[src/rtl/core/ehi_pkg.sv]
// ----------------------------------------------------------------------------
// ehi_pkg
// Shared constants, codes and control types of the extension header inserter.
// ----------------------------------------------------------------------------
package ehi_pkg;

   localparam int MAX_EXT_BYTES_DEF = 56;

   localparam int BYTE_W     = 8;
   localparam int EXT_LEN_W  = 6;
   localparam int LEN_W      = 16;
   localparam int CSR_IDX_W  = 2;
   localparam int CSR_DATA_W = 16;

   // register indexes
   localparam logic [CSR_IDX_W-1:0] CSR_EXT_LEN  = 2'd0;
   localparam logic [CSR_IDX_W-1:0] CSR_NEW_NH   = 2'd1;
   localparam logic [CSR_IDX_W-1:0] CSR_PATCH    = 2'd2;
   localparam logic [CSR_IDX_W-1:0] CSR_MTU      = 2'd3;

   localparam logic [EXT_LEN_W-1:0] EXT_LEN_RST  = 6'd0;
   localparam logic [BYTE_W-1:0]    NEW_NH_RST   = 8'd0;
   localparam logic [EXT_LEN_W-1:0] PATCH_RST    = 6'd63;
   localparam logic [LEN_W-1:0]     MTU_RST      = 16'd1500;

   localparam logic [LEN_W-1:0]     ETHERTYPE_IPV6 = 16'h86DD;
   localparam logic [EXT_LEN_W-1:0] MIN_EXT_LEN    = 6'd8;
   localparam logic [LEN_W-1:0]     MIN_FRAME      = 16'd54;
   localparam logic [LEN_W-1:0]     ETH_HDR_LEN    = 16'd14;

   localparam logic [LEN_W-1:0] POS_TYPE_HI    = 16'd12;
   localparam logic [LEN_W-1:0] POS_TYPE_LO    = 16'd13;
   localparam logic [LEN_W-1:0] POS_LEN_HI     = 16'd18;
   localparam logic [LEN_W-1:0] POS_LEN_LO     = 16'd19;
   localparam logic [LEN_W-1:0] POS_NXT        = 16'd20;
   localparam logic [LEN_W-1:0] POS_BEFORE_INS = 16'd53;
   localparam logic [LEN_W-1:0] POS_INS        = 16'd54;
   localparam logic [LEN_W-1:0] POS_MAX        = 16'hFFFF;

   // number of results an input item causes
   localparam logic [1:0] KIND_NONE = 2'd0;
   localparam logic [1:0] KIND_ONE  = 2'd1;
   localparam logic [1:0] KIND_TWO  = 2'd2;
   localparam logic [1:0] KIND_EXT  = 2'd3;

   typedef struct packed {
      logic [1:0] kind;
      logic       ext_last;
   } status_type;

   typedef struct packed {
      logic take;
      logic load;
      logic emit_lo;
      logic emit_ext;
   } command_type;

endpackage

[src/rtl/core/ehi_if.sv]
// ----------------------------------------------------------------------------
// ehi_if
// Valid/ready channels of the extension header inserter.
// ----------------------------------------------------------------------------
interface ehi_req_if;
   logic                          valid;
   logic                          ready;
   logic                          cmd;
   logic [ehi_pkg::BYTE_W-1:0]    data_byte;
   logic [ehi_pkg::EXT_LEN_W-1:0] ext_index;
   logic                          last;
   logic [ehi_pkg::LEN_W-1:0]     frame_len;

   modport source (output valid, cmd, data_byte, ext_index, last, frame_len, input ready);
   modport sink   (input valid, cmd, data_byte, ext_index, last, frame_len, output ready);
endinterface

interface ehi_rsp_if;
   logic                       valid;
   logic                       ready;
   logic [ehi_pkg::BYTE_W-1:0] out_byte;
   logic                       out_last;
   logic                       inserted;

   modport source (output valid, out_byte, out_last, inserted, input ready);
   modport sink   (input valid, out_byte, out_last, inserted, output ready);
endinterface

interface ehi_csr_if;
   logic                           valid;
   logic                           ready;
   logic [ehi_pkg::CSR_IDX_W-1:0]  index;
   logic [ehi_pkg::CSR_DATA_W-1:0] data;

   modport source (output valid, index, data, input ready);
   modport sink   (input valid, index, data, output ready);
endinterface

[src/rtl/core/ehi_ram.sv]
// ----------------------------------------------------------------------------
// ehi_ram
// Generic single write port RAM with one registered read port.
// ----------------------------------------------------------------------------
module ehi_ram #(
   parameter int WIDTH = 8,
   parameter int DEPTH = 56
) (
   input  logic                     clock,
   input  logic                     wr_en,
   input  logic [$clog2(DEPTH)-1:0] wr_addr,
   input  logic [WIDTH-1:0]         wr_data,
   input  logic [$clog2(DEPTH)-1:0] rd_addr,
   output logic [WIDTH-1:0]         rd_data
);

   logic [WIDTH-1:0] mem_ff [DEPTH];
   logic [WIDTH-1:0] rd_data_ff;

   always_ff @(posedge clock) begin
      if (wr_en) begin
         mem_ff[wr_addr] <= wr_data;
      end
      rd_data_ff <= mem_ff[rd_addr];
   end

   assign rd_data = rd_data_ff;

endmodule

[src/rtl/core/ehi_dp.sv]
// ----------------------------------------------------------------------------
// ehi_dp
// Datapath: frame position, eligibility, header rewrites, extension store
// and the result register.
// ----------------------------------------------------------------------------
module ehi_dp #(
   parameter int MAX_EXT_BYTES = ehi_pkg::MAX_EXT_BYTES_DEF
) (
   input  logic                           clock,
   input  logic                           reset,
   input  logic                           req_cmd,
   input  logic [ehi_pkg::BYTE_W-1:0]     req_data_byte,
   input  logic [ehi_pkg::EXT_LEN_W-1:0]  req_ext_index,
   input  logic                           req_last,
   input  logic [ehi_pkg::LEN_W-1:0]      req_frame_len,
   input  logic                           csr_wr,
   input  logic [ehi_pkg::CSR_IDX_W-1:0]  csr_index,
   input  logic [ehi_pkg::CSR_DATA_W-1:0] csr_data,
   input  ehi_pkg::command_type           cmd,
   output ehi_pkg::status_type            sts,
   output logic [ehi_pkg::BYTE_W-1:0]     out_byte,
   output logic                           out_last,
   output logic                           out_inserted
);

   localparam int AW = $clog2(MAX_EXT_BYTES);
   localparam logic [ehi_pkg::EXT_LEN_W-1:0] MAX_EXT = ehi_pkg::EXT_LEN_W'(MAX_EXT_BYTES);

   // configuration
   logic [ehi_pkg::EXT_LEN_W-1:0] ext_len_ff;
   logic [ehi_pkg::BYTE_W-1:0]    new_nh_ff;
   logic [ehi_pkg::EXT_LEN_W-1:0] patch_ff;
   logic [ehi_pkg::LEN_W-1:0]     mtu_ff;

   // frame state
   logic [ehi_pkg::LEN_W-1:0]  pos_ff, pos_in;
   logic [ehi_pkg::BYTE_W-1:0] type_hi_ff, type_hi_in;
   logic                       elig_ff, elig_in;
   logic [ehi_pkg::BYTE_W-1:0] held_hi_ff, held_hi_in;
   logic [ehi_pkg::BYTE_W-1:0] saved_nh_ff, saved_nh_in;
   logic [AW-1:0]              ext_cnt_ff, ext_cnt_in;

   // payload
   logic [AW-1:0]              cnt_m1_ff;
   logic [ehi_pkg::BYTE_W-1:0] lo_byte_ff;
   logic                       hold_last_ff;
   logic [ehi_pkg::BYTE_W-1:0] out_byte_ff, out_byte_in;
   logic                       out_last_ff, out_last_in;
   logic                       out_ins_ff, out_ins_in;

   logic                          frame_take;
   logic                          elig_cond;
   logic                          elig_new;
   logic [ehi_pkg::EXT_LEN_W-1:0] cnt;
   logic [ehi_pkg::LEN_W-1:0]     len_sum;
   logic [ehi_pkg::LEN_W:0]       rel;
   logic                          patch_on;
   logic                          post_patch;
   logic                          ext_patch;
   logic [ehi_pkg::BYTE_W-1:0]    first_byte;
   logic                          first_last;
   logic [1:0]                    kind;
   logic                          ext_last;
   logic                          ram_wr;
   logic [AW-1:0]                 ram_rd_addr;
   logic [ehi_pkg::BYTE_W-1:0]    ram_rd_data;

   assign frame_take = cmd.take && req_cmd;

   assign elig_cond = (type_hi_ff == ehi_pkg::ETHERTYPE_IPV6[15:8])
                   && (req_data_byte == ehi_pkg::ETHERTYPE_IPV6[7:0])
                   && (req_frame_len >= ehi_pkg::MIN_FRAME)
                   && (ext_len_ff >= ehi_pkg::MIN_EXT_LEN)
                   && (ext_len_ff <= MAX_EXT)
                   && ((17'(req_frame_len - ehi_pkg::ETH_HDR_LEN) + 17'(ext_len_ff))
                       <= 17'(mtu_ff));

   assign elig_new   = (pos_ff == ehi_pkg::POS_TYPE_LO) ? elig_cond : elig_ff;
   assign cnt        = (ext_len_ff > MAX_EXT) ? MAX_EXT : ext_len_ff;
   assign len_sum    = {held_hi_ff, req_data_byte} + ehi_pkg::LEN_W'(ext_len_ff);
   assign rel        = 17'(ext_len_ff) + 17'(pos_ff - ehi_pkg::POS_INS);
   assign patch_on   = patch_ff < MAX_EXT;
   assign post_patch = patch_on && (rel == 17'(patch_ff));
   assign ext_patch  = patch_on && (ehi_pkg::EXT_LEN_W'(ext_cnt_ff) == patch_ff);
   assign ext_last   = ext_cnt_ff == cnt_m1_ff;

   // first result of the current item
   always_comb begin
      first_byte = req_data_byte;
      first_last = req_last;
      kind       = ehi_pkg::KIND_ONE;
      priority if (!req_cmd) begin
         kind = ehi_pkg::KIND_NONE;
      end else if (!elig_new) begin
         kind = ehi_pkg::KIND_ONE;
      end else if (pos_ff == ehi_pkg::POS_LEN_HI) begin
         if (!req_last) begin
            kind = ehi_pkg::KIND_NONE;
         end
      end else if (pos_ff == ehi_pkg::POS_LEN_LO) begin
         first_byte = len_sum[15:8];
         first_last = 1'b0;
         kind       = ehi_pkg::KIND_TWO;
      end else if (pos_ff == ehi_pkg::POS_NXT) begin
         first_byte = new_nh_ff;
      end else if (pos_ff == ehi_pkg::POS_BEFORE_INS) begin
         if (cnt != '0) begin
            first_last = 1'b0;
            kind       = ehi_pkg::KIND_EXT;
         end
      end else if (pos_ff >= ehi_pkg::POS_INS) begin
         if (post_patch) begin
            first_byte = saved_nh_ff;
         end
      end else begin
         kind = ehi_pkg::KIND_ONE;
      end
   end

   assign sts.kind     = kind;
   assign sts.ext_last = ext_last;

   // frame state update
   always_comb begin
      pos_in      = pos_ff;
      type_hi_in  = type_hi_ff;
      elig_in     = elig_ff;
      held_hi_in  = held_hi_ff;
      saved_nh_in = saved_nh_ff;
      if (frame_take) begin
         if (pos_ff == ehi_pkg::POS_TYPE_HI) begin
            type_hi_in = req_data_byte;
         end
         elig_in = elig_new;
         if (elig_new && pos_ff == ehi_pkg::POS_LEN_HI) begin
            held_hi_in = req_data_byte;
         end
         if (elig_new && pos_ff == ehi_pkg::POS_NXT) begin
            saved_nh_in = req_data_byte;
         end
         if (req_last) begin
            pos_in     = '0;
            elig_in    = 1'b0;
            type_hi_in = '0;
            held_hi_in = '0;
         end else if (pos_ff != ehi_pkg::POS_MAX) begin
            pos_in = pos_ff + 16'd1;
         end
      end
   end

   always_comb begin
      ext_cnt_in = ext_cnt_ff;
      if (cmd.emit_ext) begin
         ext_cnt_in = ext_last ? '0 : ext_cnt_ff + AW'(1);
      end
   end

   always_comb begin
      priority if (cmd.emit_lo) begin
         out_byte_in = lo_byte_ff;
         out_last_in = hold_last_ff;
         out_ins_in  = 1'b1;
      end else if (cmd.emit_ext) begin
         out_byte_in = ext_patch ? saved_nh_ff : ram_rd_data;
         out_last_in = ext_last && hold_last_ff;
         out_ins_in  = 1'b1;
      end else begin
         out_byte_in = first_byte;
         out_last_in = first_last;
         out_ins_in  = elig_new;
      end
   end

   always_ff @(posedge clock) begin
      if (reset) begin
         ext_len_ff  <= ehi_pkg::EXT_LEN_RST;
         new_nh_ff   <= ehi_pkg::NEW_NH_RST;
         patch_ff    <= ehi_pkg::PATCH_RST;
         mtu_ff      <= ehi_pkg::MTU_RST;
         pos_ff      <= '0;
         type_hi_ff  <= '0;
         elig_ff     <= 1'b0;
         held_hi_ff  <= '0;
         saved_nh_ff <= '0;
         ext_cnt_ff  <= '0;
      end else begin
         if (csr_wr) begin
            unique case (csr_index)
               ehi_pkg::CSR_EXT_LEN: ext_len_ff <= csr_data[ehi_pkg::EXT_LEN_W-1:0];
               ehi_pkg::CSR_NEW_NH:  new_nh_ff  <= csr_data[ehi_pkg::BYTE_W-1:0];
               ehi_pkg::CSR_PATCH:   patch_ff   <= csr_data[ehi_pkg::EXT_LEN_W-1:0];
               ehi_pkg::CSR_MTU:     mtu_ff     <= csr_data;
            endcase
         end
         pos_ff      <= pos_in;
         type_hi_ff  <= type_hi_in;
         elig_ff     <= elig_in;
         held_hi_ff  <= held_hi_in;
         saved_nh_ff <= saved_nh_in;
         ext_cnt_ff  <= ext_cnt_in;
      end
   end

   always_ff @(posedge clock) begin
      if (frame_take) begin
         hold_last_ff <= req_last;
         lo_byte_ff   <= len_sum[7:0];
         if (pos_ff == ehi_pkg::POS_BEFORE_INS) begin
            cnt_m1_ff <= AW'(cnt - 6'd1);
         end
      end
      if (cmd.load) begin
         out_byte_ff <= out_byte_in;
         out_last_ff <= out_last_in;
         out_ins_ff  <= out_ins_in;
      end
   end

   // extension store
   assign ram_wr      = cmd.take && !req_cmd && (req_ext_index < MAX_EXT);
   assign ram_rd_addr = (cmd.emit_ext && !ext_last) ? ext_cnt_ff + AW'(1) : ext_cnt_ff;

   ehi_ram #(
      .WIDTH (ehi_pkg::BYTE_W),
      .DEPTH (MAX_EXT_BYTES)
   ) u_ext_ram (
      .clock   (clock),
      .wr_en   (ram_wr),
      .wr_addr (req_ext_index[AW-1:0]),
      .wr_data (req_data_byte),
      .rd_addr (ram_rd_addr),
      .rd_data (ram_rd_data)
   );

   assign out_byte     = out_byte_ff;
   assign out_last     = out_last_ff;
   assign out_inserted = out_ins_ff;

   a_pos_clear_on_last: assert property (@(posedge clock) disable iff (reset)
      frame_take && req_last |=> pos_ff == '0 && !elig_ff)
      else $error("position not cleared after frame end");

   a_ext_cnt_wrap: assert property (@(posedge clock) disable iff (reset)
      cmd.emit_ext && ext_last |=> ext_cnt_ff == '0)
      else $error("extension counter not returned to zero");

endmodule

[src/rtl/core/ehi_ctrl.sv]
// ----------------------------------------------------------------------------
// ehi_ctrl
// Controller: input handshake, result register valid, the low length byte and
// the extension emission sequence.
// ----------------------------------------------------------------------------
module ehi_ctrl (
   input  logic                 clock,
   input  logic                 reset,
   input  logic                 req_valid,
   output logic                 req_ready,
   output logic                 rsp_valid,
   input  logic                 rsp_ready,
   input  ehi_pkg::status_type  sts,
   output ehi_pkg::command_type cmd
);

   localparam logic [1:0] ST_RUN    = 2'd0;
   localparam logic [1:0] ST_LEN_LO = 2'd1;
   localparam logic [1:0] ST_EXT    = 2'd2;

   logic [1:0] state_ff, state_in;
   logic       rsp_valid_ff, rsp_valid_in;
   logic       out_free;

   assign out_free = !rsp_valid_ff || rsp_ready;

   always_comb begin
      cmd       = '0;
      state_in  = state_ff;
      req_ready = 1'b0;
      unique case (state_ff)
         ST_RUN: begin
            req_ready = out_free;
            cmd.take  = req_valid && out_free;
            if (cmd.take) begin
               unique case (sts.kind)
                  ehi_pkg::KIND_NONE: begin
                     cmd.load = 1'b0;
                  end
                  ehi_pkg::KIND_ONE: begin
                     cmd.load = 1'b1;
                  end
                  ehi_pkg::KIND_TWO: begin
                     cmd.load = 1'b1;
                     state_in = ST_LEN_LO;
                  end
                  ehi_pkg::KIND_EXT: begin
                     cmd.load = 1'b1;
                     state_in = ST_EXT;
                  end
               endcase
            end
         end
         ST_LEN_LO: begin
            if (out_free) begin
               cmd.emit_lo = 1'b1;
               cmd.load    = 1'b1;
               state_in    = ST_RUN;
            end
         end
         ST_EXT: begin
            if (out_free) begin
               cmd.emit_ext = 1'b1;
               cmd.load     = 1'b1;
               if (sts.ext_last) begin
                  state_in = ST_RUN;
               end
            end
         end
         default: begin
            state_in = ST_RUN;
         end
      endcase
   end

   assign rsp_valid_in = cmd.load || (rsp_valid_ff && !rsp_ready);

   always_ff @(posedge clock) begin
      if (reset) begin
         state_ff     <= ST_RUN;
         rsp_valid_ff <= 1'b0;
      end else begin
         state_ff     <= state_in;
         rsp_valid_ff <= rsp_valid_in;
      end
   end

   assign rsp_valid = rsp_valid_ff;

   a_no_overwrite: assert property (@(posedge clock) disable iff (reset)
      !(cmd.load && rsp_valid_ff && !rsp_ready))
      else $error("result register overwritten while full");

   a_two_results: assert property (@(posedge clock) disable iff (reset)
      cmd.take && sts.kind == ehi_pkg::KIND_TWO |=> state_ff == ST_LEN_LO)
      else $error("low length byte not scheduled");

   a_ext_done: assert property (@(posedge clock) disable iff (reset)
      state_ff == ST_EXT && out_free && sts.ext_last |=> state_ff == ST_RUN)
      else $error("extension sequence did not finish");

endmodule

[src/rtl/core/ipv6_extension_header_inserter.sv]
// ----------------------------------------------------------------------------
// ipv6_extension_header_inserter
// Inserts a stored extension header into eligible IPv6 frames of a byte stream.
// ----------------------------------------------------------------------------
// An item on req_if is either an extension byte load (cmd 0) or one frame byte
// (cmd 1). Loads and most frame bytes are taken back to back while rsp_if keeps
// taking results from the single result register. In an eligible frame, byte
// 18 is held and gives no result, byte 19 gives two results (both length bytes),
// and byte 53 gives its own result followed by ext_len extension bytes, read out
// of the extension RAM one per cycle while rsp_if takes them. No new item is
// taken while those extra results are being emitted. Configuration writes on
// csr_if are taken in any cycle.
module ipv6_extension_header_inserter #(
   parameter int MAX_EXT_BYTES = ehi_pkg::MAX_EXT_BYTES_DEF
) (
   input  logic       clock,
   input  logic       reset,
   ehi_req_if.sink    req_if,
   ehi_rsp_if.source  rsp_if,
   ehi_csr_if.sink    csr_if
);

   ehi_pkg::command_type cmd;
   ehi_pkg::status_type  sts;

   assign csr_if.ready = 1'b1;

   ehi_ctrl u_ctrl (
      .clock     (clock),
      .reset     (reset),
      .req_valid (req_if.valid),
      .req_ready (req_if.ready),
      .rsp_valid (rsp_if.valid),
      .rsp_ready (rsp_if.ready),
      .sts       (sts),
      .cmd       (cmd)
   );

   ehi_dp #(
      .MAX_EXT_BYTES (MAX_EXT_BYTES)
   ) u_dp (
      .clock         (clock),
      .reset         (reset),
      .req_cmd       (req_if.cmd),
      .req_data_byte (req_if.data_byte),
      .req_ext_index (req_if.ext_index),
      .req_last      (req_if.last),
      .req_frame_len (req_if.frame_len),
      .csr_wr        (csr_if.valid),
      .csr_index     (csr_if.index),
      .csr_data      (csr_if.data),
      .cmd           (cmd),
      .sts           (sts),
      .out_byte      (rsp_if.out_byte),
      .out_last      (rsp_if.out_last),
      .out_inserted  (rsp_if.inserted)
   );

endmodule
[src/flat_wrapper.sv]
// flat-port wrapper written by rule: the top's interface ports become plain ports
module ipv6_extension_header_inserter_flat 
#(
   parameter int MAX_EXT_BYTES = ehi_pkg::MAX_EXT_BYTES_DEF
)
  (clock, reset, req_if_valid, req_if_cmd, req_if_data_byte, req_if_ext_index, req_if_last, req_if_frame_len, req_if_ready, rsp_if_valid, rsp_if_out_byte, rsp_if_out_last, rsp_if_inserted, rsp_if_ready, csr_if_valid, csr_if_index, csr_if_data, csr_if_ready);
  ehi_req_if req_if_i ();
  ehi_rsp_if rsp_if_i ();
  ehi_csr_if csr_if_i ();
  input  logic clock;
  input  logic reset;
  input wire logic [$bits(req_if_i.valid)-1:0] req_if_valid;
  input wire logic [$bits(req_if_i.cmd)-1:0] req_if_cmd;
  input wire logic [$bits(req_if_i.data_byte)-1:0] req_if_data_byte;
  input wire logic [$bits(req_if_i.ext_index)-1:0] req_if_ext_index;
  input wire logic [$bits(req_if_i.last)-1:0] req_if_last;
  input wire logic [$bits(req_if_i.frame_len)-1:0] req_if_frame_len;
  output wire logic [$bits(req_if_i.ready)-1:0] req_if_ready;
  output wire logic [$bits(rsp_if_i.valid)-1:0] rsp_if_valid;
  output wire logic [$bits(rsp_if_i.out_byte)-1:0] rsp_if_out_byte;
  output wire logic [$bits(rsp_if_i.out_last)-1:0] rsp_if_out_last;
  output wire logic [$bits(rsp_if_i.inserted)-1:0] rsp_if_inserted;
  input wire logic [$bits(rsp_if_i.ready)-1:0] rsp_if_ready;
  input wire logic [$bits(csr_if_i.valid)-1:0] csr_if_valid;
  input wire logic [$bits(csr_if_i.index)-1:0] csr_if_index;
  input wire logic [$bits(csr_if_i.data)-1:0] csr_if_data;
  output wire logic [$bits(csr_if_i.ready)-1:0] csr_if_ready;
  assign req_if_i.valid = req_if_valid;
  assign req_if_i.cmd = req_if_cmd;
  assign req_if_i.data_byte = req_if_data_byte;
  assign req_if_i.ext_index = req_if_ext_index;
  assign req_if_i.last = req_if_last;
  assign req_if_i.frame_len = req_if_frame_len;
  assign req_if_ready = req_if_i.ready;
  assign rsp_if_valid = rsp_if_i.valid;
  assign rsp_if_out_byte = rsp_if_i.out_byte;
  assign rsp_if_out_last = rsp_if_i.out_last;
  assign rsp_if_inserted = rsp_if_i.inserted;
  assign rsp_if_i.ready = rsp_if_ready;
  assign csr_if_i.valid = csr_if_valid;
  assign csr_if_i.index = csr_if_index;
  assign csr_if_i.data = csr_if_data;
  assign csr_if_ready = csr_if_i.ready;
  ipv6_extension_header_inserter #(.MAX_EXT_BYTES(MAX_EXT_BYTES)) u_core (.clock(clock), .reset(reset), .req_if(req_if_i), .rsp_if(rsp_if_i), .csr_if(csr_if_i));
endmodule
[config.mk]
export PLATFORM = sky130hd
export DESIGN_NAME = ipv6_extension_header_inserter_flat
export DESIGN_NICKNAME = d
export VERILOG_FILES = /design/src/rtl/core/ehi_pkg.sv /design/src/rtl/core/ehi_if.sv /design/src/rtl/core/ehi_ram.sv /design/src/rtl/core/ehi_dp.sv /design/src/rtl/core/ehi_ctrl.sv /design/src/rtl/core/ipv6_extension_header_inserter.sv /design/src/flat_wrapper.sv
export SDC_FILE = /design/constraint.sdc
export NUM_CORES = 1
export LEC_CHECK = 0
export ABC_AREA = 1
export BUFFER_PORTS_ARGS = -buffer_cell sky130_fd_sc_hd__buf_4
export CAP_MARGIN = 20
export CORE_MARGIN = 2
export CORE_UTILIZATION = 30
export CTS_BUF_LIST = sky130_fd_sc_hd__clkbuf_8
export DETAILED_ROUTE_END_ITERATION = 8
export GPL_ROUTABILITY_DRIVEN = 1
export PLACE_DENSITY_LB_ADDON = 0.2
export SLEW_MARGIN = 10
export SYNTH_ARGS = -nofsm -noshare
export SYNTH_HDL_FRONTEND = slang
export SYNTH_SLANG_ARGS = --single-unit
[constraint.sdc]
create_clock -name clock -period 13.8 [get_ports clock]
set_clock_uncertainty 0.15 [all_clocks]
set_input_delay 2.07 -clock clock [delete_from_list [all_inputs] [get_ports clock]]
set_output_delay 2.07 -clock clock [all_outputs]
set_load 0.005 [all_outputs]
* After elaboration in Yosys (flattened, before gate mapping)
Memories as Yosys holds them, arrays and structs flattened. A register that Yosys moved wholly into a read port is not among the register bits.
Cells that the tools add are included.
** Operators by class
- Add/subtract/negate cells :: 8
- Order comparisons :: 8
- Equality and inequality tests :: 25
- Mux-type cells :: 56
- Reductions and logical operators :: 41
** Operators with widths (count)
- $mux 8 :: 15
- $eq 16x5->1 const B :: 3
- $eq 16x4->1 const B :: 2
- $ge 16x6->1 const B :: 2
- $mux 16 :: 2
- $mux 2 :: 12
- $mux 1 :: 20
- $mux 6 :: 3
- $reduce_and 2->1 :: 9
- $add 17x6->17 :: 1
- $add 6x17->17 :: 1
- $eq 17x6->1 :: 1
- $le 17x16->1 :: 1
- $sub 16x4->17 const B :: 1
- $sub 16x6->17 const B :: 1
- $add 16x1->16 const B :: 1
- $add 16x6->16 :: 1
- $eq 16x6->1 const B :: 1
- $eq 8x8->1 const B :: 2
- $logic_and 1x1->1 :: 16
- $ne 16x16->1 const B :: 1
- $eq 6x6->1 :: 2
- $lt 6x6->1 const B :: 2
- $eq 2x2->1 const B :: 5
- 20 further kinds :: 33
** Word-level totals
- Flip-flop bits (word level) :: 111
- Memory bits (writable) :: 448
- Input port bits :: 55
- Output and inout bits :: 13
- Logic and storage cells :: 157
- Memories kept :: 1
** Memories
- u_core.u_dp.u_ext_ram.mem_ff :: depth 56, width 8, rd ports 1, clocked after memory_dff 1, wr ports 1, line ehi_ram.sv:17 : logic [WIDTH-1:0] mem_ff [DEPTH];

* Logic depth before layout (Yosys ltp)
Gate-level depths: netlist of the first run.
- Depth in word-level cells :: 16
- Depth in mapped cells :: 36
- Mapped depth without buffers :: 36

* Modules after synthesis
Synthesis of the first run repeated with hierarchy kept, for this count alone.
** Second synthesis, totals
- Cell total of the unflattened synthesis :: 2937
- Area, all modules :: 27599.0 um^2
** By module, submodules not included
- ehi_ram :: times used 1, cells an instance 1651, area each 18839.3 um^2, sequential area each 13613.1 um^2
- ehi_dp :: times used 1, cells an instance 1238, area each 8451.9 um^2, sequential area each 2412.3 um^2
- ehi_ctrl :: times used 1, cells an instance 46, area each 296.5 um^2, sequential area each 60.1 um^2
- ipv6_extension_header_inserter :: times used 1, cells an instance 2, area each 11.3 um^2, sequential area each 0.0 um^2

* Worst setup path before layout of the first run
OpenSTA, ideal clock, no wires.
- Path kind :: input -> register
- Start point :: input port req_if_frame_len[1]
- End point :: register u_core.u_dp.out_byte_ff, in the netlist u_core.u_dp.out_byte[0] (enable)
- Library setup time :: 0.334 ns
- Arrival time :: 5.770 ns
- Data required time :: 13.316 ns
- Setup slack :: 7.546 ns
- Cell stages on the path :: 35
- Path buffers :: 0
- Cell sequence :: inv_1 -> ha_1 -> inv_1 -> ha_1 -> inv_1 -> fa_1 -> o21ai_0 -> a21oi_1 -> o21ai_0 -> a21boi_0 -> nor2_1 -> o21ai_0 -> nand2_1 -> nand2_1 -> nand2_1 -> nand2_1 -> nand2_1 -> xor2_1 -> inv_1 -> ha_1 -> nand2_1 -> inv_1 -> nand2_1 -> nand2_1 -> nand2_1 -> nand2_1 -> nand2_1 -> nand2_1 -> nand2_1 -> nand3_1 -> nand2_1 -> nand2_1 -> nand2_1 -> nand2_1 -> inv_1
** RTL lines
- start, declared :: line flat_wrapper.sv:17 : input wire logic [$bits(req_if_i.frame_len)-1:0] req_if_frame_len;
- end signal, assigned :: line ehi_dp.sv:214 : out_byte_ff <= out_byte_in;
- end, declared :: line ehi_dp.sv:47 : logic [ehi_pkg::BYTE_W-1:0] out_byte_ff, out_byte_in;

==> results of run 1 <==
sequential cells by signal, summed over array words and instances (netlist names), 8 cells and up:
| signal | count |
|---|---|
| u_core.u_dp.new_nh_ff | 8 |
| u_core.u_dp.u_ext_ram.mem_ff | 448 |
| u_core.u_dp.out_byte | 8 |
| u_core.u_dp.pos_ff | 16 |
| u_core.u_dp.saved_nh_ff | 8 |
| u_core.u_dp.type_hi_ff | 8 |
| u_core.u_dp.lo_byte_ff | 8 |
| u_core.u_dp.held_hi_ff | 8 |
| u_core.u_dp.u_ext_ram.rd_data | 8 |
| u_core.u_dp.mtu_ff | 16 |
layout make-up:
cell class | instances | area, um^2
Tap cell | 1186 | 1480
Inverter | 382 | 1440
Timing Repair Buffer | 88 | 661
Fill cell | 9500 | 60500
Antenna cell | 4 | 10.0
Clock buffer | 108 | 1490
Clock inverter | 83 | 398
Sequential cell | 567 | 16100
Multi-Input combinational cell | 1852 | 9630
layer usage:
layer  global-route usage [%]  wire length (um)  part of all wire, %
met1                     22.6             37200                   46
met2                     27.5             37100                   46
met4                     4.86              1690                  2.1
met5                        0                39                0.049
met3                     3.29              4160                  5.2
synth_stat cells (21+ instances only):
library cell / number
nand3b_1: 43
buf_4: 22
ha_1: 98
dfxtp_1: 94
clkbuf_1: 39
buf_2: 47
o21ai_1: 50
nand3_1: 335
o21ai_0: 103
xor2_1: 30
o211ai_1: 67
edfxtp_1: 473
nand2_1: 686
nor2_1: 203
inv_1: 370
a21oi_1: 116
nor3_1: 21
worst max-delay path: cells and delay by family:
kind | cells | cell delay, ps
AND/OR/NAND/NOR | 17 | 1540
adder cells (fa/ha/maj) | 4 | 1100
AO/OA/AOI/OAI | 5 | 1090
buffers and inverters | 6 | 610
XOR/XNOR | 1 | 140
stage by stage:
step	worst slack (ps)	total power [mW]	utilization [%]
after floorplan	7550	2.01	-
after global placement	6830	2.10	32.0
after detailed placement	6750	2.10	32.0
after CTS	7490	3.58	34.0
after global routing	6900	3.68	34.0
final	7460	3.53	34.0
kinds of logic (layout without fill, tap and decap cells):
family	count (synthesis)	in the layout	synth area share, %
AND/OR/NAND/NOR	1337	1337	21.0
flip-flops	567	567	58.0
buffers and inverters	498	661	7.41
AO/OA/AOI/OAI	366	366	7.50
adder cells (fa/ha/maj)	101	101	4.64
XOR/XNOR	47	47	1.48
other	1	5	0.0135
power by group through the flow:
stage	Sequential [mW]	Clock [mW]	Combinational, mW
after floorplan	1.91	0	0.101
final	1.88	1.47	0.185
after detailed placement	1.91	0	0.186
after CTS	1.88	1.51	0.187
after global routing	1.88	1.59	0.211
after global placement	1.91	0	0.187
placed cells by master (no fill, tap or decap), types with 26 or more instances in the layout:
| cell | n |
|---|---|
| nand3b_1 | 43 |
| o211ai_1 | 67 |
| o21ai_1 | 50 |
| nand2_1 | 686 |
| nor2_1 | 203 |
| dfxtp_1 | 94 |
| xor2_1 | 30 |
| clkbuf_8 | 108 |
| ha_1 | 98 |
| nand3_1 | 335 |
| edfxtp_1 | 473 |
| o21ai_0 | 103 |
| a21oi_1 | 116 |
| inv_1 | 412 |
| clkinv_1 | 26 |
| buf_4 | 88 |
worst max-delay path by stage:
stage	start	to	slack [ps]	cells past startpoint
finish	req_if_frame_len[1]	u_core.u_dp.out_byte[7]	7460	33
global route	req_if_frame_len[1]	u_core.u_dp.out_byte[7]	6900	36
CTS	req_if_frame_len[1]	u_core.u_dp.out_byte[7]	7490	36
detailed placement	req_if_frame_len[1]	u_core.u_dp.out_byte[3]	6750	36
global placement	req_if_frame_len[1]	u_core.u_dp.out_byte[3]	6830	36
floorplan	req_if_frame_len[1]	u_core.u_dp.out_byte[0]	7550	35
==> summary.md, run 1 <==
| Metric | Value |
|---|---|
| Critical path class | `input port to flop` |
| NetSw | `0.871 mW` |
| Worst slew margin | `23.4%` |
| HP Start | `u_core.u_dp.type_hi_ff[6]` |
| Area grow syn2layout | `12.4%` |
| Yosys reg bits | `567` |
| Vias/cell | `4.69` |
| Reg power frac | `53.1%` |
| Die Ht | `308 um` |
| Synth unique cells | `50` |
| Post-DP Area | `29300 um^2` |
| Htree depth | `3` |
| Die Area | `94900 um^2` |
| Number of nets in the layout | `3148` |
| Final Max Slew Viols | `0` |
| TritonCTS clock tree | `built` |
| Final hold slack | `303 ps` |
| CP Max Fanout | `10` |
| Area leader, netlist | `edfxtp_1` |
| Hold WC Path Type | `flop to flop` |
| Top post-synthesis cells by area | `edfxtp_1 (51%), nand2_1 (9.3%), dfxtp_1 (6.8%)` |
| Max Fclk | `0.158 GHz` |
| Starting DRC count in detailed routing | `1494` |
| Post-CTS resize count | `0` |
| Design area | `slightly above 30000 um^2` |
| Synthesized area | `27700 um^2` |
| FF-to-FF End | `u_core.u_dp.out_byte[7]` |
| Via count | `about 20000` |
| Slowest cell on the critical path | `fa_1` |
| Clock power share | `41.6%` |
| Initial Util | `30.3%` |
| Final hold vios | `0` |
| LEAKAGE | `12.8 nW` |
| R2R Setup Slk | `8270 ps` |
| Max-cap violations | `0` |
| WL final | `approximately 80000 um` |
| Tcrit/Tclk final | `46.0%` |
| R2R Path Start | `u_core.u_dp.ext_len_ff[1]` |
| CP peak stage delay | `400 ps` |
| Tmin final | `around 6300 ps` |
| Setup Viol. Count Final | `0` |
| Syn Inst Count | `a little under 3000` |
| Final Non-Filler Cells | `4270` |
| Root Driver | `clkbuf_8` |
| Actual slew at the worst max-slew pin | `~1100 ps` |
| Pre-antenna DRT Iters | `7` |
| Cell Rows | `111` |
| Dpl hpwl | `51300 um` |
| Final setup TNS | `0 ps` |
| Comb pwr share | `5.2%` |
| Hold depth | `2` |
| Post-synthesis sequential area ratio | `58.0%` |
| Synth Area per Inst | `about 9.5 um^2` |
| Hold worst-path end | `u_core.u_dp.type_hi_ff[6]` |
| GR Util All Layers | `16.8%` |
| Status | `complete, no violations` |
| Cell-internal power | `2.66 mW` |
| Worst EP required | `13990 ps` |
| GP Congestion | `0.817` |
| Cell mode on critical path | `nand2_1` |
| Net Sw Frac | `24.7%` |
| Yosys top cell area share | `51.2%` |
| Initial antenna violation count | `8` |
| Net count after synthesis | `3073` |
| Post-synth top flop | `edfxtp_1` |
| Startpoint types | `input port` |
| Max VDD drop | `67.8 uV` |
| Hold_buf cts | `0` |
| Worst skew pair latency | `750 ps` |
| CTS Buf Count | `101` |
| Unrepaired setup endpoints after global routing | `no` |
| Async SR Flop Fraction | `0%` |
| Largest net degree at the start of global routing | `107` |
| Die width | `308 um` |
| Setup bufs post-CTS | `0` |
| Reg clk slew, reported paths | `about 50 ps` |
| Antenna Nets Post-Route | `0` |
| Layout cells sized above 1 | `8.15%` |
| Clock Path Buffers | `3` |
| I/O Buffers | `between 60 and 70` |
| Gr ovfl total | `0` |
| Warnings from Yosys | `0` |
| Core footprint | `91700 um^2` |
| PD cells | `between 100 and 150 nW/um^2` |
| WL/cell | `18.8 um` |
| Worst reg2reg path depth | `32` |
| Io pins | `68` |
| First-pass GRT wire length | `~120000 um` |
| Worst EP arrival | `6530 ps` |
| Vias in the first global route | `19600` |
| Post-route DRC violation count | `0` |
| DP Cell Count | `4075` |
| Post-synth EDFFs | `473` |
| Endpoint type of the worst setup path | `flop` |
| Clock Sink Count | `~570` |
Note: power is estimated with default switching activity, not from simulation.
==> inputs of run 2 (changes only) <==
==> constraint.sdc (replaced) <==
create_clock -name clock -period 6.4 [get_ports clock]
set_clock_uncertainty 0.15 [all_clocks]
set_input_delay 0.96 -clock clock [delete_from_list [all_inputs] [get_ports clock]]
set_output_delay 0.96 -clock clock [all_outputs]
set_load 0.005 [all_outputs]
==> summary.md, run 2 (synthesized netlist as in run 1, its figures left out) <==
| Metric | Value |
|---|---|
| Status | `complete, no violations` |
| Die Ht | `~310 um` |
| Die Area | `94900 um^2` |
| Worst reg2reg path depth | `35` |
| Critical path class | `flop to flop` |
| Dpl hpwl | `roughly 52000 um` |
| Clock Path Buffers | `3` |
| Endpoint type of the worst setup path | `flop` |
| Initial Util | `30.3%` |
| Layout cells sized above 1 | `slightly above 8%` |
| First-pass GRT wire length | `between 100000 and 150000 um` |
| Area grow syn2layout | `12.7%` |
| Post-CTS resize count | `0` |
| Worst slew margin | `33.4%` |
| Actual slew at the worst max-slew pin | `999 ps` |
| Vias in the first global route | `19600` |
| CP peak stage delay | `400 ps` |
| Tcrit/Tclk final | `84.3%` |
| GR Util All Layers | `17.2%` |
| Setup Viol. Count Final | `0` |
| CP Depth | `35` |
| Worst skew pair latency | `760 ps` |
| Hold WC Path Type | `input port to flop` |
| Commonest non-fill, non-tap cell in the layout | `nand2_1` |
| Max Fclk | `0.185 GHz` |
| Worst EP arrival | `roughly 5600 ps` |
| Clock Sink Count | `about 570` |
| Post-DP Area | `29400 um^2` |
| TritonCTS clock tree | `built` |
| Largest register FFs | `approximately 450` |
| WL/cell | `19.1 um` |
| Io pins | `between 60 and 70` |
| Setup WS post-layout | `1010 ps` |
| PD cells | `approximately 250 nW/um^2` |
| Final Util | `34.1%` |
| Final Max Slew Viols | `0` |
| CP Max Fanout | `10` |
| Design area | `31300 um^2` |
| Worst EP required | `6590 ps` |
| Pre-antenna DRT Iters | `6` |
| Hold depth | `3` |
| Max VDD drop | `roughly 130 uV` |
| Tmin final | `5390 ps` |
| Unrepaired setup endpoints after global routing | `no` |
| Gr ovfl total | `0` |
| Met1 usage | `23.8%` |
| GP Congestion | `0.830` |
| Final setup TNS | `0 ps` |
| Slowest cell on the critical path | `fa_1` |
| Largest reg by FF count | `u_core.u_dp.u_ext_ram.mem_ff` |
| Starting DRC count in detailed routing | `1400` |
| GRT Max-Usage Layer | `met2` |
| Post-route DRC violation count | `0` |
| Post-Place Setup Slack | `approximately 570 ps` |
| Final hold vios | `0` |
| CTS Buf Count | `around 100` |
| Tot Pwr | `7.68 mW` |
| Setup bufs post-CTS | `0` |
| Htree depth | `3` |
| Hold_buf cts | `0` |
| Met2 usage | `27.6%` |
| Antenna Nets Post-Route | `0` |
| Root Driver | `clkbuf_8` |
| Most frequent cells in the layout | `nand2_1 (686), edfxtp_1 (473), inv_1 (412)` |
| Largest net degree at the start of global routing | `175` |
| Vias/cell | `between 4 and 5` |
| Cell mode on critical path | `nand2_1` |
| Core footprint | `91700 um^2` |
| Via count | `20200` |
| Largest regs | `u_core.u_dp.u_ext_ram.mem_ff (448), u_core.u_dp.mtu_ff (16), u_core.u_dp.pos_ff (16)` |
| Delay-heaviest family, CP | `simple AND/OR/NAND/NOR gates` |
| WL final | `81500 um` |
| Die width | `around 300 um` |
| Startpoint types | `flop` |
| Worst Path Buf+Inv | `6` |
| Initial antenna violation count | `7` |
| Number of nets in the layout | `3155` |
| Max-cap violations | `0` |
| I/O Buffers | `66` |
| Cell Rows | `111` |
| GR Util met3 | `3.14%` |
| Reg clk slew, reported paths | `60 ps` |
| LEAKAGE | `12.8 nW` |
[run 2: cell count changes in the layout (fill, tap and decap cells not counted), moves of 2 or more]
cell / before / now
buf_4: 88 / 90
clkbuf_8: 108 / 110
buf_12: 0 / 3
clkinv_2: 13 / 9
clkinv_1: 26 / 20
diode_2: 4 / 2
[run 2: worst register-to-register path, delay by kind of cell (launching register included)]
family,cells,cell delay (ps)
compound gates,5,950
fa+ha+maj,4,1140
buf+inv,6,700
xor+xnor,1,150
flops,1,370
simple gates,19,1530
[run 2: area by class of cell]
cell class / instances / area [um^2]
repair buffers: 94 / 743
well taps: 1186 / 1480
diodes: 2 / 5.00
clock inverters: 73 / 380
fillers: 9520 / 60400
multi-input cells: 1852 / 9630
clock buffers: 110 / 1510
flip-flops and latches: 567 / 16100
inverters: 382 / 1440
[run 2: final timing paths]
kind | startpoint | endpoint | slack (ps)
worst min-delay path | csr_if_data[10] | u_core.u_dp.mtu_ff[10] | 300
worst max register to register | u_core.u_dp.ext_len_ff[1] | u_core.u_dp.out_byte[0] | 1010
worst min register to register | u_core.u_dp.type_hi_ff[3] | u_core.u_dp.type_hi_ff[3] | 310
worst max-delay path | u_core.u_dp.ext_len_ff[1] | u_core.u_dp.out_byte[0] | 1010
[run 2: per-stage QoR]
| stage | hold WS [ps] | std cells |
|---|---|---|
| after floorplan | 280 | 2917 |
| after global placement | 300 | 4080 |
| after detailed placement | 306 | 4080 |
| after CTS | 236 | 4263 |
| after global routing | 274 | 4266 |
| final | 303 | 4266 |
[run 2: power by group]
part	leakage, nW	switching, mW	total (mW)	internal (mW)
logic	6.66	0.271	0.402	0.130
clock network	1.13	1.59	3.23	1.63
registers	5.02	0.0193	4.05	4.03
[run 2: layer usage]
layer | vias up | part of all wire (%)
met4 | 10 | 1.9
li1 | 10000 | -
met1 | 9585 | 47
met3 | 103 | 5.2
met5 | - | 0.079
met2 | 468 | 46
